===== config.mk =====
export PLATFORM = sky130hd
export DESIGN_NAME = prescaled_8bit_timer_counter
export DESIGN_NICKNAME = d
export VERILOG_FILES = /design/src/hdl/pt8_pkg.sv /design/src/hdl/pt8_front.sv /design/src/hdl/pt8_queue.sv /design/src/hdl/pt8_back.sv /design/src/hdl/prescaled_8bit_timer_counter.sv
export SDC_FILE = /design/constraint.sdc
export NUM_CORES = 1
export LEC_CHECK = 0
export BUFFER_PORTS_ARGS = -buffer_cell sky130_fd_sc_hd__clkbuf_2
export CORE_ASPECT_RATIO = 0.7
export CORE_MARGIN = 2
export CORE_UTILIZATION = 45
export DETAILED_ROUTE_END_ITERATION = 10
export GPL_TIMING_DRIVEN = 0
export PLACE_DENSITY_LB_ADDON = 0.25
export REMOVE_ABC_BUFFERS = 1
export SYNTH_ARGS = -nofsm -noshare
export SYNTH_HDL_FRONTEND = slang
export SYNTH_SLANG_ARGS = --single-unit

===== constraint.sdc =====
create_clock -name clk -period 4.53 [get_ports clk]
set_input_delay 0.906 -clock clk [delete_from_list [all_inputs] [get_ports clk]]
set_output_delay 0.906 -clock clk [all_outputs]
set_load 0.05 [all_outputs]

===== src/hdl/pt8_pkg.sv =====
// Shared types and constants for the prescaled 8-bit timer/counter.
// Holds the port word structs, the decoded command word and the register map.
// No dependencies.
package pt8_pkg;

	// Word taken on the item channel
	typedef struct packed {
		logic [2:0] operation;
		logic [7:0] io_address;
		logic [7:0] write_data;
		logic [7:0] cycles;
	} pt8_item_t;

	// Word delivered on the result channel
	typedef struct packed {
		logic [7:0] read_data;
		logic       address_hit;
		logic       overflow_pending;
		logic       compare_a_pending;
		logic       compare_b_pending;
	} pt8_result_t;

	// Operation codes
	localparam logic [2:0] OP_TICK    = 3'd0;
	localparam logic [2:0] OP_READ    = 3'd1;
	localparam logic [2:0] OP_WRITE   = 3'd2;
	localparam logic [2:0] OP_ACK_OVF = 3'd3;
	localparam logic [2:0] OP_ACK_CMA = 3'd4;
	localparam logic [2:0] OP_ACK_CMB = 3'd5;

	// Register map
	localparam logic [7:0] ADDR_CTRL_A = 8'h24;
	localparam logic [7:0] ADDR_CTRL_B = 8'h25;
	localparam logic [7:0] ADDR_COUNT  = 8'h26;
	localparam logic [7:0] ADDR_CMP_A  = 8'h27;
	localparam logic [7:0] ADDR_CMP_B  = 8'h28;
	localparam logic [7:0] ADDR_MASK   = 8'h4E;
	localparam logic [7:0] ADDR_FLAGS  = 8'h15;

	// Flag bit positions
	localparam int unsigned FLAG_OVF = 0;
	localparam int unsigned FLAG_CMA = 1;
	localparam int unsigned FLAG_CMB = 2;
	localparam int unsigned FLAG_W   = 3;

	// Waveform mode that takes compare A as TOP
	localparam logic [2:0] MODE_CTC = 3'd2;

	localparam int unsigned ACC_W = 11;

	// Clock-select codes
	localparam logic [2:0] CS_DIV1    = 3'd1;
	localparam logic [2:0] CS_DIV8    = 3'd2;
	localparam logic [2:0] CS_DIV64   = 3'd3;
	localparam logic [2:0] CS_DIV256  = 3'd4;
	localparam logic [2:0] CS_DIV1024 = 3'd5;

	typedef enum logic [2:0] {
		K_TICK,
		K_READ,
		K_WRITE,
		K_ACK,
		K_NOP
	} pt8_kind_t;

	typedef enum logic [2:0] {
		R_CTRL_A,
		R_CTRL_B,
		R_COUNT,
		R_CMP_A,
		R_CMP_B,
		R_MASK,
		R_FLAGS,
		R_NONE
	} pt8_reg_t;

	// Decoded command passed from the front end to the execution unit
	typedef struct packed {
		pt8_kind_t         kind;
		pt8_reg_t          reg_sel;
		logic [FLAG_W-1:0] ack_mask;
		logic [7:0]        data;
		logic [7:0]        cycles;
	} pt8_cmd_t;

	// Log2 of the prescaler divider for a clock-select code (0 when stopped)
	function automatic logic [3:0] prescale_shift(input logic [2:0] cs);
		logic [3:0] sh;
		unique case (cs)
			CS_DIV1:    sh = 4'd0;
			CS_DIV8:    sh = 4'd3;
			CS_DIV64:   sh = 4'd6;
			CS_DIV256:  sh = 4'd8;
			CS_DIV1024: sh = 4'd10;
			default:    sh = 4'd0;
		endcase
		return sh;
	endfunction

	// True when the clock-select code picks a divider
	function automatic logic prescale_running(input logic [2:0] cs);
		return (cs == CS_DIV1) || (cs == CS_DIV8) || (cs == CS_DIV64) ||
			(cs == CS_DIV256) || (cs == CS_DIV1024);
	endfunction

endpackage


===== src/hdl/pt8_front.sv =====
// Front end of the timer: takes item words and decodes them into commands.
// Depends on pt8_pkg.
module pt8_front import pt8_pkg::*; #(
	parameter int unsigned CYCLES_MAX = 255
) (
	input  logic      item_valid,
	output logic      item_ready,
	input  pt8_item_t item,
	output logic      push_valid,
	input  logic      push_ready,
	output pt8_cmd_t  push_cmd
);

	// Cycle counts above the limit are taken as the limit itself.
	localparam logic [7:0] CYC_LIM = (CYCLES_MAX < 255) ? 8'(CYCLES_MAX) : 8'hFF;

	assign item_ready = push_ready;
	assign push_valid = item_valid;

	always_comb begin
		push_cmd = '0;
		push_cmd.data = item.write_data;
		push_cmd.cycles = (item.cycles > CYC_LIM) ? CYC_LIM : item.cycles;
		push_cmd.ack_mask = '0;

		unique case (item.io_address)
			ADDR_CTRL_A: push_cmd.reg_sel = R_CTRL_A;
			ADDR_CTRL_B: push_cmd.reg_sel = R_CTRL_B;
			ADDR_COUNT:  push_cmd.reg_sel = R_COUNT;
			ADDR_CMP_A:  push_cmd.reg_sel = R_CMP_A;
			ADDR_CMP_B:  push_cmd.reg_sel = R_CMP_B;
			ADDR_MASK:   push_cmd.reg_sel = R_MASK;
			ADDR_FLAGS:  push_cmd.reg_sel = R_FLAGS;
			default:     push_cmd.reg_sel = R_NONE;
		endcase

		unique case (item.operation)
			OP_TICK:  push_cmd.kind = K_TICK;
			OP_READ:  push_cmd.kind = K_READ;
			OP_WRITE: push_cmd.kind = K_WRITE;
			OP_ACK_OVF: begin
				push_cmd.kind = K_ACK;
				push_cmd.ack_mask[FLAG_OVF] = 1'b1;
			end
			OP_ACK_CMA: begin
				push_cmd.kind = K_ACK;
				push_cmd.ack_mask[FLAG_CMA] = 1'b1;
			end
			OP_ACK_CMB: begin
				push_cmd.kind = K_ACK;
				push_cmd.ack_mask[FLAG_CMB] = 1'b1;
			end
			default:  push_cmd.kind = K_NOP;
		endcase
	end

endmodule


===== src/hdl/pt8_queue.sv =====
// Two-entry command queue between the decoder and the execution unit.
// Depends on pt8_pkg.
module pt8_queue import pt8_pkg::*; (
	input  logic     clk,
	input  logic     arst_n,
	input  logic     push_valid,
	output logic     push_ready,
	input  pt8_cmd_t push_cmd,
	output logic     pop_valid,
	input  logic     pop,
	output pt8_cmd_t pop_cmd
);

	localparam int unsigned DEPTH = 2;

	pt8_cmd_t   entry_q [DEPTH];
	logic       wr_ptr_q;
	logic       rd_ptr_q;
	logic [1:0] fill_q;

	logic do_push;
	logic do_pop;

	assign push_ready = (fill_q != 2'(DEPTH));
	assign pop_valid  = (fill_q != 2'd0);
	assign pop_cmd    = entry_q[rd_ptr_q];
	assign do_push    = push_valid && push_ready;
	assign do_pop     = pop && pop_valid;

	always_ff @(posedge clk) begin
		if (do_push) begin
			entry_q[wr_ptr_q] <= push_cmd;
		end
	end

	always_ff @(posedge clk or negedge arst_n) begin
		if (!arst_n) begin
			wr_ptr_q <= 1'b0;
			rd_ptr_q <= 1'b0;
			fill_q   <= 2'd0;
		end else begin
			if (do_push) begin
				wr_ptr_q <= ~wr_ptr_q;
			end
			if (do_pop) begin
				rd_ptr_q <= ~rd_ptr_q;
			end
			case ({do_push, do_pop})
				2'b10:   fill_q <= fill_q + 2'd1;
				2'b01:   fill_q <= fill_q - 2'd1;
				default: fill_q <= fill_q;
			endcase
		end
	end

endmodule


===== src/hdl/pt8_back.sv =====
// Execution unit of the timer: holds the registers, drains the prescaler one
// timer step per clock and drives the registered result word.
// Depends on pt8_pkg.
module pt8_back import pt8_pkg::*; (
	input  logic        clk,
	input  logic        arst_n,
	input  logic        cmd_valid,
	output logic        cmd_pop,
	input  pt8_cmd_t    cmd,
	output logic        result_valid,
	input  logic        result_ready,
	output pt8_result_t result
);

	typedef enum logic [1:0] {
		S_IDLE,
		S_STEP,
		S_EMIT
	} state_t;

	state_t            state_q, state_d;
	logic [7:0]        ctrl_a_q, ctrl_a_d;
	logic [7:0]        ctrl_b_q, ctrl_b_d;
	logic [7:0]        count_q, count_d;
	logic [7:0]        cmp_a_q, cmp_a_d;
	logic [7:0]        cmp_b_q, cmp_b_d;
	logic [7:0]        mask_q, mask_d;
	logic [FLAG_W-1:0] flags_q, flags_d;
	logic [ACC_W-1:0]  accum_q, accum_d;
	logic [ACC_W-1:0]  steps_q, steps_d;
	logic              rsp_valid_q, rsp_valid_d;
	pt8_result_t       rsp_q, rsp_d;

	logic             slot_free;
	logic [ACC_W-1:0] sum;
	logic [3:0]       shift;
	logic [ACC_W-1:0] steps_new;
	logic [7:0]       top;
	logic             wrap;
	logic             emit;
	logic [7:0]       rd_val;
	logic             hit;

	assign slot_free    = !rsp_valid_q || result_ready;
	assign result_valid = rsp_valid_q;
	assign result       = rsp_q;

	assign shift     = prescale_shift(ctrl_b_q[2:0]);
	assign sum       = accum_q + {{(ACC_W-8){1'b0}}, cmd.cycles};
	assign steps_new = sum >> shift;
	assign top       = ({ctrl_b_q[3], ctrl_a_q[1:0]} == MODE_CTC) ? cmp_a_q : 8'hFF;
	assign wrap      = (count_q >= top);

	always_comb begin
		state_d     = state_q;
		ctrl_a_d    = ctrl_a_q;
		ctrl_b_d    = ctrl_b_q;
		count_d     = count_q;
		cmp_a_d     = cmp_a_q;
		cmp_b_d     = cmp_b_q;
		mask_d      = mask_q;
		flags_d     = flags_q;
		accum_d     = accum_q;
		steps_d     = steps_q;
		rsp_valid_d = rsp_valid_q && !result_ready;
		rsp_d       = rsp_q;
		cmd_pop     = 1'b0;
		emit        = 1'b0;
		rd_val      = 8'h00;
		hit         = (cmd.reg_sel != R_NONE);

		unique case (cmd.reg_sel)
			R_CTRL_A: rd_val = ctrl_a_q;
			R_CTRL_B: rd_val = ctrl_b_q;
			R_COUNT:  rd_val = count_q;
			R_CMP_A:  rd_val = cmp_a_q;
			R_CMP_B:  rd_val = cmp_b_q;
			R_MASK:   rd_val = mask_q;
			R_FLAGS:  rd_val = {{(8-FLAG_W){1'b0}}, flags_q};
			default:  rd_val = 8'h00;
		endcase

		unique case (state_q)
			S_IDLE: begin
				if (cmd_valid && slot_free) begin
					cmd_pop = 1'b1;
					rsp_d.read_data   = 8'h00;
					rsp_d.address_hit = 1'b0;
					unique case (cmd.kind)
						K_TICK: begin
							if (prescale_running(ctrl_b_q[2:0])) begin
								accum_d = sum & ((ACC_W'(1) << shift) - ACC_W'(1));
								if (steps_new != '0) begin
									steps_d = steps_new;
									state_d = S_STEP;
								end else begin
									emit = 1'b1;
								end
							end else begin
								emit = 1'b1;
							end
						end
						K_READ: begin
							emit = 1'b1;
							rsp_d.read_data   = hit ? rd_val : 8'h00;
							rsp_d.address_hit = hit;
						end
						K_WRITE: begin
							emit = 1'b1;
							rsp_d.address_hit = hit;
							unique case (cmd.reg_sel)
								R_CTRL_A: ctrl_a_d = cmd.data;
								R_CTRL_B: ctrl_b_d = cmd.data;
								R_COUNT: begin
									count_d = cmd.data;
									accum_d = '0;
								end
								R_CMP_A:  cmp_a_d = cmd.data;
								R_CMP_B:  cmp_b_d = cmd.data;
								R_MASK:   mask_d = cmd.data;
								R_FLAGS:  flags_d = flags_q & ~cmd.data[FLAG_W-1:0];
								default:  ;
							endcase
						end
						K_ACK: begin
							emit = 1'b1;
							flags_d = flags_q & ~cmd.ack_mask;
						end
						default: emit = 1'b1;
					endcase
				end
			end
			S_STEP: begin
				// One timer step: wrap past TOP, compare against the old count.
				count_d = wrap ? 8'h00 : count_q + 8'd1;
				flags_d[FLAG_OVF] = flags_q[FLAG_OVF] | wrap;
				flags_d[FLAG_CMA] = flags_q[FLAG_CMA] | (count_q == cmp_a_q);
				flags_d[FLAG_CMB] = flags_q[FLAG_CMB] | (count_q == cmp_b_q);
				steps_d = steps_q - ACC_W'(1);
				if (steps_q == ACC_W'(1)) begin
					state_d = S_EMIT;
				end
			end
			S_EMIT: begin
				if (slot_free) begin
					emit = 1'b1;
					rsp_d.read_data   = 8'h00;
					rsp_d.address_hit = 1'b0;
					state_d = S_IDLE;
				end
			end
			default: state_d = S_IDLE;
		endcase

		if (emit) begin
			rsp_valid_d = 1'b1;
			rsp_d.overflow_pending  = flags_d[FLAG_OVF] & mask_d[FLAG_OVF];
			rsp_d.compare_a_pending = flags_d[FLAG_CMA] & mask_d[FLAG_CMA];
			rsp_d.compare_b_pending = flags_d[FLAG_CMB] & mask_d[FLAG_CMB];
		end
	end

	always_ff @(posedge clk or negedge arst_n) begin
		if (!arst_n) begin
			state_q     <= S_IDLE;
			ctrl_a_q    <= '0;
			ctrl_b_q    <= '0;
			count_q     <= '0;
			cmp_a_q     <= '0;
			cmp_b_q     <= '0;
			mask_q      <= '0;
			flags_q     <= '0;
			accum_q     <= '0;
			steps_q     <= '0;
			rsp_valid_q <= 1'b0;
			rsp_q       <= '0;
		end else begin
			state_q     <= state_d;
			ctrl_a_q    <= ctrl_a_d;
			ctrl_b_q    <= ctrl_b_d;
			count_q     <= count_d;
			cmp_a_q     <= cmp_a_d;
			cmp_b_q     <= cmp_b_d;
			mask_q      <= mask_d;
			flags_q     <= flags_d;
			accum_q     <= accum_d;
			steps_q     <= steps_d;
			rsp_valid_q <= rsp_valid_d;
			rsp_q       <= rsp_d;
		end
	end

endmodule


===== src/hdl/prescaled_8bit_timer_counter.sv =====
// Top level of the prescaled 8-bit timer/counter.
// Depends on pt8_pkg, pt8_front, pt8_queue and pt8_back.
//
// This block is an 8-bit timer/counter with a clock prescaler, reached through
// byte registers at I/O addresses 0x24 to 0x28, 0x4E (interrupt mask) and 0x15
// (flags). Each item word is a prescaler tick (cycles field), a register
// read, a register write or an interrupt acknowledge, and each item yields
// exactly one result word, in order, carrying read data, an address hit bit
// and the three pending-interrupt bits (flag AND mask) as they stand after the
// item. A decoder accepts and classifies words into a two-entry command queue,
// so a new word can be taken while the execution unit is still busy; the
// execution unit owns all timer state and drives a registered result word, and
// it starts the next command only once the result register is empty or is
// being taken in that same clock.
// Reads, writes, acknowledges and ticks that complete no timer step give their
// result straight from the idle state. A tick that completes N timer steps
// goes through the step state, one step per clock, then the emit state; N is
// the prescaler accumulator plus the cycle count, shifted right by log2 of the
// selected divider, and can reach 1278 when the divider is 1 just after a
// change from a larger one. Cycle counts above CYCLES_MAX are taken as
// CYCLES_MAX. Writing the count register also clears the prescaler.
module prescaled_8bit_timer_counter import pt8_pkg::*; #(
	parameter int unsigned CYCLES_MAX = 255
) (
	input  logic        clk,
	input  logic        arst_n,
	input  logic        item_valid,
	output logic        item_ready,
	input  pt8_item_t   item,
	output logic        result_valid,
	input  logic        result_ready,
	output pt8_result_t result
);

	logic     push_valid;
	logic     push_ready;
	pt8_cmd_t push_cmd;
	logic     cmd_valid;
	logic     cmd_pop;
	pt8_cmd_t cmd;

	// Decoder: classifies each word and clamps its cycle count.
	pt8_front #(
		.CYCLES_MAX(CYCLES_MAX)
	) u_front (
		.item_valid (item_valid),
		.item_ready (item_ready),
		.item       (item),
		.push_valid (push_valid),
		.push_ready (push_ready),
		.push_cmd   (push_cmd)
	);

	// Queue that lets the decoder and the execution unit stall independently.
	pt8_queue u_queue (
		.clk        (clk),
		.arst_n     (arst_n),
		.push_valid (push_valid),
		.push_ready (push_ready),
		.push_cmd   (push_cmd),
		.pop_valid  (cmd_valid),
		.pop        (cmd_pop),
		.pop_cmd    (cmd)
	);

	// Execution unit: registers, prescaler, counter and result register.
	pt8_back u_back (
		.clk          (clk),
		.arst_n       (arst_n),
		.cmd_valid    (cmd_valid),
		.cmd_pop      (cmd_pop),
		.cmd          (cmd),
		.result_valid (result_valid),
		.result_ready (result_ready),
		.result       (result)
	);

endmodule


* After elaboration in Yosys (flattened, before gate mapping) *
Memories as Yosys holds them, arrays and structs flattened.
Cells that the tools add are included.

word-level totals
  register bits = 92
  bits in writable memories = 50
  output and inout bits = 14
  memories kept = 1

memories
  memory           words  width  read ports  clocked after memory_dff  write ports  RTL line         source
  u_queue.entry_q  2      25     1           0                         1            pt8_queue.sv:16  pt8_cmd_t entry_q [DEPTH];

cells by class
  add/sub/neg operators = 6
  $lt $le $gt $ge = 2
  equality and inequality tests = 46
  shift-type cells = 2
  muxes and demuxes = 55
  bitwise logic cells = 13
  reduce and logical (&&, ||, !) cells = 33

operator list
  cell                     number
  $mux W11                 6
  $mux W8                  8
  $pmux W8 S7              1
  $pmux W11 S2             2
  $eq A8 B6 Y1 const B     5
  $eq A3 B2 Y1 const B     9
  $reduce_and A4 Y1        6
  $sub A11 B1 Y11 const B  2
  $eq A3 B3 Y1 const B     7
  $pmux W3 S7              1
  $mux W3                  6
  $mux W9                  2
  $pmux W9 S2              1
  $eq A8 B8 Y1             2
  $pmux W4 S4              1
  $pmux W8 S2              1
  $mux W1                  14
  $eq A3 B1 Y1 const B     4
  $mux W2                  6
  $ne A2 B1 Y1 const B     6
  $pmux W3 S2              2
  $pmux W3 S4              1
  $add A11 B8 Y11          1
  $and A11 B11 Y11         1
  34 further kinds         62

* Longest topological paths before layout *
  depth in word-level cells = 10
  mapped depth = 19

* Modules after synthesis *
Synthesis repeated with hierarchy kept, for this count alone.

second synthesis, totals
  cell total of the unflattened synthesis = 752
  area total of the unflattened synthesis = 8064.0 sq um

modules (own cells, without submodules)
  module     times used  cells each  area an instance (sq um)
  pt8_back   1           615         5735.5
  pt8_queue  1           95          2011.9
  pt8_front  1           42          316.6

* Worst setup path after synthesis *
No wires, ideal clock.

  path type = reg2reg
  from = register u_queue.rd_ptr_q
  to = register u_back.steps_q[3]
  setup time = 0.126 ns
  data arrival time = 4.753 ns
  path slack = -0.349 ns
  stages on the path, launching flop included = 19
  period minus slack after synthesis = 4.879 ns
  cell sequence = dfrtp_1 -> buf_1 -> buf_1 -> buf_1 -> mux2_2 -> ha_1 -> inv_1 -> fa_1 -> nand2b_1 -> a211oi_4 -> o2111a_1 -> or2_1 -> o211ai_1 -> a31o_1 -> a2111oi_4 -> a21oi_4 -> and2_1 -> buf_4 -> a221o_1

between the ends
  longest elaborated chain between the ends = 8
  elaborated cells on any way between the ends = 13

RTL lines
  element                   RTL line         source
  start: declaration        pt8_queue.sv:18  logic rd_ptr_q;
  start signal: assignment  pt8_queue.sv:46  rd_ptr_q <= ~rd_ptr_q;
  $mem_v2 Z2 W25 (*)        --
  $add A11 B8 Y11           pt8_back.sv:49   assign sum = accum_q + {{(ACC_W-8){1'b0}}, cmd.cycles};
  $shr A11 B4 Y11           pt8_back.sv:50   assign steps_new = sum >> shift;
  $mux W11                  pt8_back.sv:93   if (steps_new != '0) begin
  $mux W11                  pt8_back.sv:91   if (prescale_running(ctrl_b_q[2:0])) begin
  $mux W11                  pt8_back.sv:89   unique case (cmd.kind)
  $mux W11                  pt8_back.sv:85   if (cmd_valid && slot_free) begin
  $pmux W11 S2              pt8_back.sv:83   unique case (state_q)
  end signal: assignment    pt8_back.sv:187  steps_q <= steps_d;
  end: declaration          pt8_back.sv:30   logic [ACC_W-1:0] steps_q, steps_d;

Mark *: on every way between the ends. The rest lies on a longest branch, timed or not. The select of a mux whose other input is x is not followed.
A chain may end at the register's enable or synchronous reset.

* Worst setup path after layout *
Ends and elaborated chain as after synthesis.

==> summary.txt <==
Placement
  • Final Wtd Congestion: 0.890
  • Buffers on Ports: 44
  • Post-DP HPWL: between 10000 and 15000 microns
  • Place WS: -0.732 ns
  • Number of cells after detailed placement: around 1100

Floorplan
  • Chip height: 116 microns
  • Die Area: 19100 sq um
  • Core ar.: 17400 sq um
  • Die Wd: 164 microns
  • Starting density of the core: 46.6%
  • I/O pin count: 45
  • # rows: 40

Pwr
  • Leakage: 3.71 nW
  • Sw frac: a little over two fifths
  • Switching Power: 2.58 mW
  • Power Dens Cells: 654 nW/um^2
  • Clk pwr share: 23.2%
  • Int Power: approximately 3.4 mW
  • Share of power burned in combinational logic: 42.7%
  • Seq pwr share: 34.1%
  • Max VDD drop: roughly 0.00032 V

Final layout
  • # fillers: 1537
  • Nets: 927
  • Final Non-Filler Cells: 1117
  • Antenna diode count: 0
  • Commonest non-fill, non-tap cell in the layout: nand2_1
  • Finished Core Util: 53.0%
  • Sequential Area: between 3000 and 4000 sq um
  • Multi-input logic area: 4030 sq um
  • Most frequent cells in the layout: 107 x nand2_1, 92 x nor2_1, 91 x dfrtp_1
  • Share of layout cells above drive strength 1: 14.8%
  • Area Growth Syn to Fin: 13.7%

Critical path
  • Critical Path RT: 4.85 ns
  • CP endpoint: u_back.steps_q[3]
  • Crit. End Element: flip-flop
  • Worst R2R Path Depth: 14
  • Slowest cell on crit path: dfrtp_4
  • Max Fanout on Critical Path: 10
  • Critical Path Start: u_queue.rd_ptr_q
  • Startpoint Class: flip-flop
  • R2r startpoint: u_queue.rd_ptr_q
  • CP Data Arrival Time: 4.60 ns
  • CP max stage delay: 0.53 ns
  • CP cell instances: mux2_2, ha_1, inv_1, fa_1, nand2b_1, a211oi_4, o2111a_1, or2_1, o211ai_1, a31o_1, a2111oi_4, a21oi_4, and2_1, a221o_1
  • Critical R2R Capture: u_back.steps_q[3]
  • Critical path class: flip-flop to flip-flop
  • Reg2reg setup slack: 0.24 ns

Run status
  • Outcome: finished, final reports clean

Hold path
  • Hold Crit Class: input port to asynchronous set/reset pin

Logic synthesis
  • Async set or reset register ratio after synthesis: 64.8%
  • Commonest register cell after synthesis: dfrtp_1
  • Largest family of logic cells by synthesized area: compound AO/OA/AOI/OAI gates
  • Post-synthesis cell area: 8090 sq um
  • Yosys top cell by area: dfrtp_1
  • Synthesized area per cell: around 9.6 sq um
  • Post-synthesis register bit count: 142
  • Mapped Cells: 843
  • Mux contribution to synthesized area: 4.04%
  • Yosys Warn Count: 0
  • Top cells by area, synth: dfrtp_1 28%, edfxtp_1 19%, nand2_1 5.0%
  • Seq/Total Area, Yosys: 47.0%
  • Synth Area in Simple Gates: between 10% and 20%
  • Post-Synth Adder-Cell Area: 3.65%
  • Number of flops mapped to enable cells by yosys: 50
  • Xor/xnor share of the synthesized area: ~3.0%
  • Synth cell types: 84
  • Compound-Gate Fraction of Synth Area: a little over a fifth
  • Synth top area share: 28.5%

STA
  • Slew of the pin with the lowest slew margin: 1.33 ns
  • Max-slew violation count: 0
  • Worst setup margin: 0.244 ns
  • Max-Slew Margin vs Limit: 9.05%
  • Period utilization: 94.6%
  • Final Hold Violating Endpoints: 0
  • Endpoints failing setup: 0
  • Min Tclk post-route: 4.29 ns
  • Layout Skew: approximately 0.0060 ns
  • Setup TNS: 0 ns
  • RSZ-0062 raised after global routing: no
  • Fmax: ~230 MHz

Drt
  • Drt via density: 5.90
  • Routed Antenna Nets: 0
  • Pre-antenna DRT Iters: 5
  • Routed WL: about 20000 microns
  • Initial DRC Count: 751
  • WL per Instance: 18.2 microns
  • Remaining routing DRC violations: 0
  • Vias: 6588

Clock tree
  • CTS tree: done
  • Reg clk slew, reported paths: roughly 0.070 ns
  • H-tree levels: 4
  • TritonCTS Buffers: 17
  • # clock sinks: between 100 and 150
  • Hold buffers post-CTS: 0
  • Clk_lat worst skew: between 0.4 and 0.5 ns
  • CTS max path bufs: 2
  • CTS Root Cell: clkbuf_16

GRT
  • First-pass GRT wire length: 32100 microns
  • Largest net degree at the start of global routing: 61
  • Initial antenna violation count: 0
  • GRT overflow: 0
  • Vias in the first global route: 5778
  • GRT Util Overall: 22.0%

Job
  • Max cap viols: 0
## stage by stage
step                total power [mW]  hold slack [ns]  area, sq um
finish                          6.02            0.457         9200
global route                    6.38            0.489         9200
CTS                             5.93            0.472         9100
detailed placement              4.51            0.470         8490
global placement                4.44            0.465         8370
floorplan                       3.78            0.447         7870
## routing by layer
metal / GRT usage (%) / routed length (microns) / vias up
li1: - / - / 3174
met3: 5.72 / 1630 / 15
met5: 0 / 0 / -
met4: 5.15 / 165 / 0
met1: 37.1 / 11000 / 3131
met2: 27.0 / 7580 / 268
## power by group through the flow
stage	sequential [mW]	clock, mW	combinational (mW)
6_report	2.05	1.40	2.57
5_1_grt	2.09	1.47	2.81
4_1_cts	2.06	1.41	2.46
3_5_place_dp	2.11	0	2.40
3_3_place_gp	2.10	0	2.34
2_1_floorplan	2.05	0	1.73
## registers in the layout, indices dropped and copies added, names as in the netlist
register / count
u_back.accum_q: 11
u_back.steps_q: 11
u_queue.wr_ptr_q: 1
u_back.mask_q: 8
u_queue.rd_ptr_q: 1
u_back.count_q: 8
u_back.ctrl_b_q: 8
u_back.result_valid: 1
u_back.cmp_b_q: 8
u_back.cmp_a_q: 8
u_back.result: 12
u_back.flags_q: 3
u_queue.fill_q: 2
u_queue.entry_q: 50
u_back.state_q: 2
u_back.ctrl_a_q: 8
## final cells by class
| cell class | instances | share of cell area [%] |
|---|---|---|
| Clock buffer | 17 | 4.63 |
| Clock inverter | 15 | 1.78 |
| Inverter | 19 | 0.776 |
| Multi-Input combinational cell | 632 | 43.9 |
| Sequential cell | 142 | 41.4 |
| Tap cell | 231 | 3.14 |
| Timing Repair Buffer | 61 | 4.41 |
## how the worst min path moves through the flow
stage                       from            endpoint  slack, ns  cells past startpoint
2_1_floorplan  u_back.accum_q[3]   u_back.accum_q[3]       0.45                      2
3_3_place_gp    u_back.result[8]    u_back.result[8]       0.47                      2
3_5_place_dp    u_back.result[8]    u_back.result[8]       0.47                      2
4_1_cts                   arst_n   u_back.accum_q[6]       0.47                      1
5_1_grt                   arst_n  u_back.accum_q[10]       0.49                      1
6_report                  arst_n   u_back.accum_q[6]       0.46                      1
## what timing repair did
item                                    4_1_cts  5_1_grt
resized for setup                             2        4
pin swaps                                     0        2
buffers inserted                              1       10
endpoints found under the setup margin       16       10
endpoints found under the hold margin         0        0
## cell families (layout without fill, tap and decap cells)
family / count (synthesis) / after routing
buf+inv: 69 / 112
mux: 30 / 30
fa+ha+maj: 23 / 23
xor+xnor: 27 / 27
compound gates: 242 / 242
flops: 142 / 142
simple gates: 310 / 310
## worst max-delay path: cells and delay by family (launching register included)
kind	cells	cell delay (ns)
flip-flops	1	0.53
adder cells (fa/ha/maj)	2	0.60
multiplexers	1	0.25
buffers and inverters	1	0.06
AO/OA/AOI/OAI	7	2.07
AND/OR/NAND/NOR	3	0.65
## cells in the mapped netlist, drive strengths merged, types with 12 or more instances
cell and instances:
buf 20, nand2 107, nor2 95, o21ai 43, nand3 27, a31oi 15, a21oi 63, o31ai 13
edfxtp 50, nor3 14, o211ai 15, nand2b 12, ha 22, xnor2 16, clkbuf 30, mux2i 18
dfrtp 92, inv 19
No activity file was read; power rests on OpenSTA's default activity.
